--- config.mk ---
export PLATFORM = sky130hd
export DESIGN_NAME = srtf_preemptive_scheduler
export DESIGN_NICKNAME = d
export VERILOG_FILES = /design/src/rtl/core/srtf_pkg.sv /design/src/rtl/core/srtf_ram.sv /design/src/rtl/core/srtf_alu.sv /design/src/rtl/core/srtf_preemptive_scheduler.sv
export VERILOG_INCLUDE_DIRS = /design/src /design/src/rtl/core
export SDC_FILE = /design/constraint.sdc
export NUM_CORES = 2
export LEC_CHECK = 0
export ABC_AREA = 0
export BUFFER_PORTS_ARGS = -buffer_cell sky130_fd_sc_hd__buf_2
export CORE_MARGIN = 1
export CORE_UTILIZATION = 62
export CTS_CLUSTER_DIAMETER = 120
export DETAILED_ROUTE_END_ITERATION = 16
export PLACE_DENSITY = 0.85
export SLEW_MARGIN = 30
export SYNTH_ARGS = -nofsm -noshare
export SYNTH_HDL_FRONTEND = slang
export SYNTH_HIERARCHICAL = 1
export SYNTH_SLANG_ARGS = --single-unit
--- constraint.sdc ---
create_clock -name i_clk -period 10.3 [get_ports i_clk]
set_clock_uncertainty 0.15 [all_clocks]
set_input_delay 2.06 -clock i_clk [delete_from_list [all_inputs] [get_ports i_clk]]
set_output_delay 2.06 -clock i_clk [all_outputs]
set_load 0.02 [all_outputs]
--- src/rtl/core/assert_macros.svh ---
// Assertion helpers shared by the RTL.
// Simulation builds get concurrent assertions. Synthesis builds get empty bodies.
`ifndef ASSERT_MACROS_SVH
`define ASSERT_MACROS_SVH
`ifndef SYNTHESIS
// Property must hold at every clock edge outside reset.
`define SRTF_ASSERT(lbl, clk, rst_n, prop) \
    lbl: assert property (@(posedge clk) disable iff (!rst_n) prop) \
        else $error("srtf: property violated");
// Condition must never be seen at a clock edge outside reset.
`define SRTF_NEVER(lbl, clk, rst_n, expr) \
    lbl: assert property (@(posedge clk) disable iff (!rst_n) !(expr)) \
        else $error("srtf: forbidden condition seen");
`else
`define SRTF_ASSERT(lbl, clk, rst_n, prop)
`define SRTF_NEVER(lbl, clk, rst_n, expr)
`endif
`endif

--- src/rtl/core/srtf_pkg.sv ---
`timescale 1ns / 1ps
package srtf_pkg;

    localparam int MAX_PROCS_DEF = 16;
    localparam int TIME_BITS     = 20;
    localparam int ID_W          = 8;
    localparam int ARR_W         = 16;
    localparam int LEN_W         = 12;

    // request opcodes
    localparam logic ACT_LOAD = 1'b0;
    localparam logic ACT_TICK = 1'b1;

    typedef struct packed {
        logic             action;
        logic [ID_W-1:0]  proc_id;
        logic [ARR_W-1:0] arrive_at;
        logic [LEN_W-1:0] run_length;
    } t_request;

    typedef struct packed {
        logic                 load_accepted;
        logic [TIME_BITS-1:0] slot_time;
        logic [ID_W-1:0]      running_id;
        logic                 finished;
        logic [TIME_BITS-1:0] done_at;
        logic [TIME_BITS-1:0] turnaround;
        logic [TIME_BITS-1:0] wait_total;
        logic [TIME_BITS-1:0] first_run_delay;
        logic                 all_done;
    } t_result;

    // one process table entry, one RAM word
    typedef struct packed {
        logic [ID_W-1:0]      id;
        logic [ARR_W-1:0]     arrival;
        logic [LEN_W-1:0]     length;
        logic [LEN_W-1:0]     left;
        logic                 begun;
        logic [TIME_BITS-1:0] first_delay;
    } t_slot;

    typedef enum logic [2:0] {
        S_IDLE,
        S_SCAN,
        S_FIRST,
        S_TURN,
        S_WAIT,
        S_REPORT
    } t_state;

endpackage

--- src/rtl/core/srtf_ram.sv ---
`timescale 1ns / 1ps
module srtf_ram #(
    parameter int WIDTH = 8,
    parameter int DEPTH = 16
) (
    input  logic                                        i_clk,
    input  logic                                        i_we,
    input  logic [((DEPTH > 1) ? $clog2(DEPTH) : 1)-1:0] i_waddr,
    input  logic [WIDTH-1:0]                            i_wdata,
    input  logic [((DEPTH > 1) ? $clog2(DEPTH) : 1)-1:0] i_raddr,
    output logic [WIDTH-1:0]                            o_rdata
);

    logic [WIDTH-1:0] r_mem [DEPTH];
    logic [WIDTH-1:0] r_rdata;

    always_ff @(posedge i_clk) begin
        if (i_we) begin
            r_mem[i_waddr] <= i_wdata;
        end
        r_rdata <= r_mem[i_raddr];
    end

    assign o_rdata = r_rdata;

endmodule

--- src/rtl/core/srtf_alu.sv ---
`timescale 1ns / 1ps
// Shared time subtractor: diff = a - b, borrow set when b > a.
module srtf_alu (
    input  logic [srtf_pkg::TIME_BITS-1:0] i_a,
    input  logic [srtf_pkg::TIME_BITS-1:0] i_b,
    output logic [srtf_pkg::TIME_BITS-1:0] o_diff,
    output logic                           o_borrow
);
    import srtf_pkg::*;

    logic [TIME_BITS:0] sub;

    assign sub      = {1'b0, i_a} - {1'b0, i_b};
    assign o_diff   = sub[TIME_BITS-1:0];
    assign o_borrow = sub[TIME_BITS];

endmodule

--- src/rtl/core/srtf_preemptive_scheduler.sv ---
`timescale 1ns / 1ps
`include "assert_macros.svh"
// Preemptive shortest-remaining-time-first scheduler.
// Request channel: start with i_req, taken on a rising edge where start is high
// and busy is low. i_req.action selects a load (store one process) or a tick
// (run the best ready process for one time unit and advance time).
// Result channel: o_res is valid for exactly one cycle while o_valid is high.
// Every request yields exactly one result. The receiver cannot stall the block.
// Load: the result strobes in the cycle after the accepting edge, busy never
// rises, and the next request can be taken right away.
// Tick: the table is walked through one RAM read port, one slot per cycle,
// with a single compare stage tracking the minimum remaining time. After the
// walk, one shared subtractor forms first-run delay, turnaround and wait in
// three steps, skipped when no process is ready. The result strobes as busy
// falls, and the next request is taken in that cycle.
// Reset (synchronous, active low) empties the table and zeroes time and the
// counters. Table RAM is not cleared: only slots below the load count are read.
// Time saturates at its all-ones value.
module srtf_preemptive_scheduler #(
    parameter int MAX_PROCS = srtf_pkg::MAX_PROCS_DEF
) (
    input  logic               i_clk,
    input  logic               i_rst_n,
    input  logic               start,
    input  srtf_pkg::t_request i_req,
    output logic               busy,
    output logic               o_valid,
    output srtf_pkg::t_result  o_res
);
    import srtf_pkg::*;

    localparam int IW = (MAX_PROCS > 1) ? $clog2(MAX_PROCS) : 1;
    localparam int CW = $clog2(MAX_PROCS + 1);
    localparam logic [TIME_BITS-1:0] TIME_MAX = '1;

    // control state
    t_state               r_state,    n_state;
    logic [TIME_BITS-1:0] r_now,      n_now;
    logic [CW-1:0]        r_loaded,   n_loaded;
    logic [CW-1:0]        r_finished, n_finished;
    logic                 r_rd_vld,   n_rd_vld;
    logic                 r_found,    n_found;
    logic                 r_valid,    n_valid;

    // payload / working registers
    logic [TIME_BITS-1:0] r_tick_time, n_tick_time;
    logic [CW-1:0]        r_idx,       n_idx;
    logic [IW-1:0]        r_rd_idx,    n_rd_idx;
    logic [IW-1:0]        r_best_idx,  n_best_idx;
    t_slot                r_best,      n_best;
    logic [TIME_BITS-1:0] r_turn,      n_turn;
    logic [TIME_BITS-1:0] r_wait,      n_wait;
    t_result              r_res,       n_res;

    // table RAM port
    logic                    ram_we;
    logic [IW-1:0]           ram_waddr;
    t_slot                   ram_wdata;
    logic [IW-1:0]           ram_raddr;
    logic [$bits(t_slot)-1:0] ram_rdata;
    t_slot                   rd_slot;

    // shared subtractor
    logic [TIME_BITS-1:0] alu_a, alu_b, alu_diff;
    logic                 alu_borrow;

    logic                 load_ok;
    logic                 elig;
    logic                 more;
    logic                 fin;
    logic [TIME_BITS-1:0] now_inc;
    logic [CW-1:0]        loaded_inc;

    srtf_ram #(
        .WIDTH ($bits(t_slot)),
        .DEPTH (MAX_PROCS)
    ) u_ram (
        .i_clk   (i_clk),
        .i_we    (ram_we),
        .i_waddr (ram_waddr),
        .i_wdata (ram_wdata),
        .i_raddr (ram_raddr),
        .o_rdata (ram_rdata)
    );

    srtf_alu u_alu (
        .i_a      (alu_a),
        .i_b      (alu_b),
        .o_diff   (alu_diff),
        .o_borrow (alu_borrow)
    );

    assign rd_slot    = ram_rdata;
    assign busy       = (r_state != S_IDLE);
    assign o_valid    = r_valid;
    assign o_res      = r_res;

    // slot is a candidate if it has arrived and still has work left
    assign elig       = (TIME_BITS'(rd_slot.arrival) <= r_now) && (rd_slot.left != '0);
    assign more       = (r_idx < r_loaded);
    assign now_inc    = (r_now == TIME_MAX) ? r_now : r_now + TIME_BITS'(1);
    assign loaded_inc = r_loaded + CW'(1);
    assign load_ok    = (r_loaded < CW'(MAX_PROCS)) && (i_req.proc_id != '0)
                        && (i_req.run_length != '0);
    // chosen process hits zero left after this unit
    assign fin        = r_found && (r_best.left == '0);

    always_ff @(posedge i_clk) begin
        if (!i_rst_n) begin
            r_state <= S_IDLE;
        end else begin
            r_state <= n_state;
        end
    end

    always_ff @(posedge i_clk) begin
        if (!i_rst_n) begin
            r_now      <= '0;
            r_loaded   <= '0;
            r_finished <= '0;
            r_rd_vld   <= 1'b0;
            r_found    <= 1'b0;
            r_valid    <= 1'b0;
        end else begin
            r_now      <= n_now;
            r_loaded   <= n_loaded;
            r_finished <= n_finished;
            r_rd_vld   <= n_rd_vld;
            r_found    <= n_found;
            r_valid    <= n_valid;
        end
    end

    always_ff @(posedge i_clk) begin
        r_tick_time <= n_tick_time;
        r_idx       <= n_idx;
        r_rd_idx    <= n_rd_idx;
        r_best_idx  <= n_best_idx;
        r_best      <= n_best;
        r_turn      <= n_turn;
        r_wait      <= n_wait;
        r_res       <= n_res;
    end

    always_comb begin
        n_state     = r_state;
        n_now       = r_now;
        n_loaded    = r_loaded;
        n_finished  = r_finished;
        n_rd_vld    = r_rd_vld;
        n_found     = r_found;
        n_valid     = 1'b0;
        n_tick_time = r_tick_time;
        n_idx       = r_idx;
        n_rd_idx    = r_rd_idx;
        n_best_idx  = r_best_idx;
        n_best      = r_best;
        n_turn      = r_turn;
        n_wait      = r_wait;
        n_res       = r_res;

        ram_we      = 1'b0;
        ram_waddr   = r_best_idx;
        ram_wdata   = r_best;
        ram_raddr   = r_idx[IW-1:0];

        alu_a       = r_now;
        alu_b       = TIME_BITS'(r_best.arrival);

        unique case (r_state)
            S_IDLE: begin
                if (start) begin
                    if (i_req.action == ACT_LOAD) begin
                        if (load_ok) begin
                            ram_we                = 1'b1;
                            ram_waddr             = r_loaded[IW-1:0];
                            ram_wdata.id          = i_req.proc_id;
                            ram_wdata.arrival     = i_req.arrive_at;
                            ram_wdata.length      = i_req.run_length;
                            ram_wdata.left        = i_req.run_length;
                            ram_wdata.begun       = 1'b0;
                            ram_wdata.first_delay = '0;
                            n_loaded              = loaded_inc;
                        end
                        n_valid             = 1'b1;
                        n_res               = '0;
                        n_res.load_accepted = load_ok;
                        n_res.all_done      = load_ok ? (r_finished == loaded_inc)
                                                      : (r_finished == r_loaded);
                    end else begin
                        n_state     = S_SCAN;
                        n_idx       = '0;
                        n_rd_vld    = 1'b0;
                        n_found     = 1'b0;
                        n_tick_time = r_now;
                    end
                end
            end

            S_SCAN: begin
                // issue one read per cycle, compare the word read last cycle
                if (more) begin
                    n_idx    = r_idx + CW'(1);
                    n_rd_vld = 1'b1;
                    n_rd_idx = r_idx[IW-1:0];
                end else begin
                    n_rd_vld = 1'b0;
                end
                // strict less-than keeps the lowest slot on a tie
                if (r_rd_vld && elig && (!r_found || (rd_slot.left < r_best.left))) begin
                    n_found    = 1'b1;
                    n_best     = rd_slot;
                    n_best_idx = r_rd_idx;
                end
                if (!more && !r_rd_vld) begin
                    n_now   = now_inc;
                    n_state = r_found ? S_FIRST : S_REPORT;
                end
            end

            S_FIRST: begin
                alu_a = r_tick_time;
                if (!r_best.begun) begin
                    n_best.first_delay = alu_diff;
                    n_best.begun       = 1'b1;
                end
                n_best.left = r_best.left - LEN_W'(1);
                n_state     = S_TURN;
            end

            S_TURN: begin
                // r_now already holds the advanced time
                n_turn  = alu_diff;
                n_state = S_WAIT;
            end

            S_WAIT: begin
                alu_a   = r_turn;
                alu_b   = TIME_BITS'(r_best.length);
                n_wait  = alu_borrow ? '0 : alu_diff;
                n_state = S_REPORT;
            end

            S_REPORT: begin
                ram_we                = r_found;
                n_finished            = r_finished + CW'(fin);
                n_valid               = 1'b1;
                n_res                 = '0;
                n_res.slot_time       = r_tick_time;
                n_res.running_id      = r_found ? r_best.id : '0;
                n_res.finished        = fin;
                n_res.done_at         = fin ? r_now : '0;
                n_res.turnaround      = fin ? r_turn : '0;
                n_res.wait_total      = fin ? r_wait : '0;
                n_res.first_run_delay = fin ? r_best.first_delay : '0;
                n_res.all_done        = ((r_finished + CW'(fin)) == r_loaded);
                n_state               = S_IDLE;
            end

            default: begin
                n_state = S_IDLE;
            end
        endcase
    end

    // completions can never outrun loads, and the table never overfills
    `SRTF_ASSERT(a_count_order, i_clk, i_rst_n, (r_finished <= r_loaded) && (r_loaded <= CW'(MAX_PROCS)))
    // a load request's result strobes in the next cycle and leaves the block free
    `SRTF_ASSERT(a_load_one_cycle, i_clk, i_rst_n, (start && !busy && i_req.action == ACT_LOAD) |=> (o_valid && !busy))
    // a tick request occupies the sequencer
    `SRTF_ASSERT(a_tick_busy, i_clk, i_rst_n, (start && !busy && i_req.action == ACT_TICK) |=> (busy && !o_valid))
    // results are only produced on the way back to idle
    `SRTF_NEVER(a_valid_while_busy, i_clk, i_rst_n, o_valid && busy)
    // a completion names a real process and its wait fits inside its turnaround
    `SRTF_ASSERT(a_finish_sane, i_clk, i_rst_n, (o_valid && o_res.finished) |-> ((o_res.running_id != '0) && (o_res.wait_total <= o_res.turnaround)))

endmodule
* Word level (Yosys, flattened, before mapping) *
Memories as Yosys holds them, arrays and structs flattened. A register that Yosys moved wholly into a read port is not among the register bits.
Cells that the tools add are included.

storage, ports and cells
  register bits after elaboration = 289
  latch bits = 0
  bits in writable memories = 1,104
  memory bits (read-only) = 0
  input bits = 40
  output and inout bits = 113
  word-level logic and storage cells = 135
  memories kept = 1

memories
  memory       words  bits a word  rd ports  clocked after Yosys merged registers in  wr ports  line            text
  u_ram.r_mem  16     69           1         1                                        1         srtf_ram.sv:14  logic [WIDTH-1:0] r_mem [DEPTH];

operators by class
  add/sub/neg operators = 6
  $mul = 0
  div/mod/pow operators = 0
  order comparisons = 4
  equal/unequal tests = 16
  shifts and indexed selects = 0
  multiplexer cells = 46
  bitwise operators = 2
  reductions and logical operators = 32

operator list
  kind                   count
  $mux 69                4
  $mux 111               2
  $pmux 111 s2           1
  $mux 20                5
  $pmux 33 s2            1
  $pmux 20 s2            1
  $mux 33                1
  $reduce_bool 12->1     2
  $sub 20x16->21         1
  $add 20x1->20 const B  1
  $eq 20x20->1 const B   1
  $le 16x20->1           1
  $reduce_and 3->1       6
  $mux 16                1
  $mux 4                 4
  $eq 5x5->1             3
  $mux 5                 3
  $pmux 3 s5             1
  $ne 2x2->1 const B     7
  $logic_not 12->1       1
  $lt 12x12->1           1
  $mux 1                 12
  $mux 3                 4
  $reduce_and 4->1       3
  20 further kinds       39

* Logic depth before layout (Yosys ltp) *
  depth after elaboration = 9
  depth in mapped cells = 18
  mapped depth without buffers = 16

* By module *
The synthesis kept the hierarchy.

modules (own cells, without submodules)
  module                     instances  cells an instance  area an instance (sq um)
  srtf_ram                   1          1,776              42,702.2
  srtf_preemptive_scheduler  1          1,175              13,471.7
  srtf_alu                   1          166                1,199.9

* Least setup slack after synthesis *
Ideal clock, no wire load.

  path kind = in2reg
  start = input i_req[28] (netlist bit)
  end = memory u_ram/r_mem[0][0] (netlist bit), enable pin
  arrival time = 8.639 ns
  setup slack = 0.930 ns
  stages on the path = 9
  path buffers = 2
  cell sequence = or4_1 -> nor2_4 -> or3_1 -> or2_1 -> buf_4 -> buf_6 -> o21ai_0 -> or3b_2 -> nor3_1

on the way
  elaborated cells on any way between the ends = 13
  classes of those cells = mux (10); reduce/logical (3)

RTL lines
  item                line                              text
  start: declaration  srtf_preemptive_scheduler.sv:25   input srtf_pkg::t_request i_req,
  $reduce_bool 8->1   srtf_preemptive_scheduler.sv:103  assign load_ok = (r_loaded < CW'(MAX_PROCS)) && (i_req.proc_id != '0)
  $logic_and 1x1->1   srtf_preemptive_scheduler.sv:103
  $logic_and 1x1->1   srtf_preemptive_scheduler.sv:104  && (i_req.run_length != '0);
  $mux 4              srtf_preemptive_scheduler.sv:174  if (load_ok) begin
  $mux 4              srtf_preemptive_scheduler.sv:173  if (i_req.action == ACT_LOAD) begin
  $mux 4              srtf_preemptive_scheduler.sv:172  if (start) begin
  $mux 4              srtf_preemptive_scheduler.sv:170  unique case (r_state)
  via ram_waddr[2]    srtf_preemptive_scheduler.sv:57   logic [IW-1:0] ram_waddr;
  end: declaration    srtf_ram.sv:14

The timed path passes the listed nets, and every way through them passes these cells.

* Worst setup path in the final report *
  start = input i_req[28] (netlist bit)
  end = memory u_ram/r_mem[11][30] (netlist bit), enable pin

The elaborated chain is that of the path after synthesis.

==> results.txt <==
The die covers 93800 sq um. Registers take 42900 sq um. The run finished with clean final reports. The number of flops mapped to enable cells by yosys is 1357, and the worst voltage drop across the vdd grid is 0.204 mV. The worst hold path passes through 0 cells. The internal power of the cells totals 11200 uW. Setup repair after global routing left no endpoint under its margin. The overall fraction of global-route tracks in use was 0.335; the max-capacitance violation count was 0.

The tools report the count of unique library cells instantiated by Yosys as 85. For the core occupancy in the finished layout, the log shows 0.701. Based on the critical path, the design can be clocked at up to 0.153 GHz. The detail route stage leaves a number of antenna-violating nets equal to 0. The number of clock sinks seen by CTS was 1462.

The first global-routing pass estimated 223000 microns of wire. Final instance area: 64300 sq um. The post-synthesis to final-layout area growth is 12.0%, and the HPWL after detailed placement is 83400 microns.

The detailed router finished its first iteration with 5178 violations. The first detailed-routing pass ran for 10 iterations. The switching part of the total power was 0.292. The effective utilization at floorplan is 0.626, and the placer congestion estimate is 0.944.

Tracing the worst setup path back leads to its startpoint at i_req[28]. Kind of end point of the critical path: a register. On the final layout, the worst hold slack is 0.257 ns.

Summing all multi-input logic gate instances after layout gives 13600 sq um. Clock latency on the worst-skew pair, taken at its later pin, is 0.76 ns. Post-CTS setup buffer count: 0.

The sequential cell area fraction in the yosys report was 0.747; the count of final max-slew check failures was 0. In this run, synthesis produced a sequential element count of 1462. The final clock period utilization by the worst path is 0.634, and the net count reported at finish is 3415. Summed over all layers, the global routing overflow is 0. The via count of the routed design is 32800.

The fraction of synthesis flops using an asynchronous set or reset pin came out at 0. Measured along the x axis, the die boundary spans 306 microns. For hold timing, the worst endpoint is r_best[62]. The tools report the startpoint of the worst hold path as u_ram/o_rdata[62]. Power spread over the standard cell area amounts to 246 nW/um^2. The synthesized cell area is 57400 sq um. In this run the mean area of a mapped cell was 18.4 sq um. The number of remaining DRC errors came out at 0. Type of the worst setup path: in2reg.

The remaining max-slew budget at the tightest pin came out at 0.282. The switching power came out at 4610 uW. Leading area contributor after synthesis: edfxtp_1. The clock-pin slew on the worst setup and hold paths works out to 0.07 ns. The most repeated cell in the gate-level netlist after synthesis was edfxtp_1. In this run the clock root is driven by a clkbuf_16.

Entering global routing, the biggest net connects 152 pins. Origin of the critical flop-to-flop path: r_state[2]. The deepest clock path buffer count was 3. Buffers inserted during clock tree synthesis total 140. The worst setup path is launched from an input port. The number of cells on the worst reg-to-reg path came out at 9. Power comes to 15800 uW. The share of total power in sequential cells was 0.464; the critical-path maximum fanout was 54. The run gives 0 as the count of endpoints failing setup in the final report.

The run gives 91700 sq um as the area of the placeable core. Sorting the synthesized cells by area gives the leading types as edfxtp_1 71%, mux4_2 11%, dfxtp_1 3.7%, nand2_1 2.1%, a22oi_1 1.9%. Setup total negative slack on the finished layout was measured at 0 ns.

The initial antenna violation count is 6. After clock tree synthesis, the repair step resized 0 gates. The proportion of layout cells with a drive suffix above 1 is 0.231, and the flop-to-flop setup slack is 4.97 ns. The share of power burned in the clock network was 0.330. The number of H-tree branching levels is 4. The hold violation count in the final report came out at 0. Once placement finished, the instance area stood at 59600 sq um. The path category of the worst min-delay check was reg2reg. TritonCTS built the clock tree. During I/O placement, the number of pins put on the boundary was 153. Hold buffer count at CTS: 0. The most used flip-flop cell after synthesis is edfxtp_1.

The number of global-route vias before repair was 32200. Data on the critical path is required at its endpoint by 10.51 ns. Synthesis produced a netlist whose cell count is 3117. For the pin with the worst max-slew slack, the measured transition is 1.08 ns. The commonest cells after synthesis are 1357 x edfxtp_1, 325 x nand2_1, 273 x mux4_2. The run gives 6.74 ns as the critical path arrival.

After detailed routing, the total wire length is 156000 microns. Leakage power figure: 0.0219 uW. The part of the total power dissipated in combinational logic was 0.206; the average detailed-routed wire length per instance was 33.8 microns.

Cell row count: 111. The post-route minimum period was 6.53 ns. The fraction of post-synthesis cell area in the top cell type by area is 0.710. For the number of fill cells, the log shows 5038. The ratio of routed vias to standard cells was 7.09; the number of buffer cells added on primary ports was 152. In this run the vertical extent of the chip is 306 microns. For the number of synthesis warnings, the log shows 6. The worst register-to-register path ends at u_ram/r_mem[11][30].
==> worst max-delay path, cell delays in order <==
cell     delay [ns]
buf_2          0.12
or4_1          0.59
nor2_4         0.19
or3_1          0.24
or2_2          0.15
buf_4          0.53
nand2_1        0.20
o21ai_1        0.51
nand2_1        0.48
nor2_4         0.66
buf_4          0.91
==> registers in the layout, summed over array words and instances, names as in the netlist <==
register       count
o_valid            1
u_ram/r_mem     1104
r_wait            20
r_finished         5
r_state            3
r_rd_idx           4
r_rd_vld           1
r_idx              5
r_turn            20
r_best_idx         4
r_now             20
o_res            111
r_best            69
r_found            1
r_loaded           5
r_tick_time       20
u_ram/o_rdata     69
==> how the worst max path moves through the flow <==
stage	to	slack [ns]	cells past startpoint
2_1_floorplan	u_ram/r_mem[0][0]	0.93	9
3_3_place_gp	u_ram/r_mem[3][31]	3.45	10
3_5_place_dp	u_ram/r_mem[11][11]	3.48	11
4_1_cts	u_ram/r_mem[11][4]	3.88	11
5_1_grt	u_ram/r_mem[11][30]	3.73	11
6_report	u_ram/r_mem[11][30]	3.77	11
==> routing by layer <==
metal	wire (microns)	global-route usage
met4	8620	0.173
met5	66	0
met3	19900	0.0877
met1	52200	0.427
met2	75200	0.535
==> power by group through the flow <==
stage,Sequential [uW],Combinational [uW],Clock (uW)
2_1_floorplan,7480,2100,0
3_3_place_gp,7410,2970,0
3_5_place_dp,7430,3090,0
4_1_cts,7330,3200,5230
5_1_grt,7350,3420,5430
6_report,7330,3260,5220
==> final cells by class <==
cell class | count | share of cell area
Antenna cell | 1 | 0.0000389
Clock buffer | 194 | 0.0602
Clock inverter | 65 | 0.0107
Inverter | 68 | 0.00397
Multi-Input combinational cell | 1422 | 0.212
Sequential cell | 1462 | 0.667
Tap cell | 1186 | 0.0231
Timing Repair Buffer | 222 | 0.0232
==> logic make-up after synthesis <==
group,share of synthesized area
compound gates,0.0423
xor+xnor,0.00626
fa+ha+maj,0.0130
buf+inv,0.0199
flops,0.747
mux,0.112
other cells,0.0000654
simple gates,0.0593
==> stage by stage <==
step	worst slack, ns	std cells
CTS	3.88	4618
floorplan	0.930	3120
global placement	3.45	4352
detailed placement	3.48	4359
finish	3.77	4620
global route	3.73	4619
==> placed cells by master (no fill, tap or decap), types with 8 or more instances in the layout <==
master	count
a21o_1	10
a21oi_1	48
a221o_1	16
a22oi_1	144
and2_1	9
and3_1	116
buf_2	152
buf_4	53
bufinv_16	10
clkbuf_1	40
clkbuf_16	142
clkbuf_8	12
clkinv_1	16
clkinv_2	22
dfxtp_1	105
edfxtp_1	1357
ha_1	58
inv_1	68
mux2_2	12
mux2i_1	8
mux4_2	273
nand2_1	324
nand2b_1	14
nand3_1	17
nand4_1	15
nor2_1	31
nor2_4	15
nor2b_1	34
nor2b_2	17
nor3_1	27
nor4_1	13
o21ai_0	40
o31ai_1	12
or4_1	13
xnor2_1	29
xor2_1	12
Note: power is estimated with default switching activity, not from simulation.
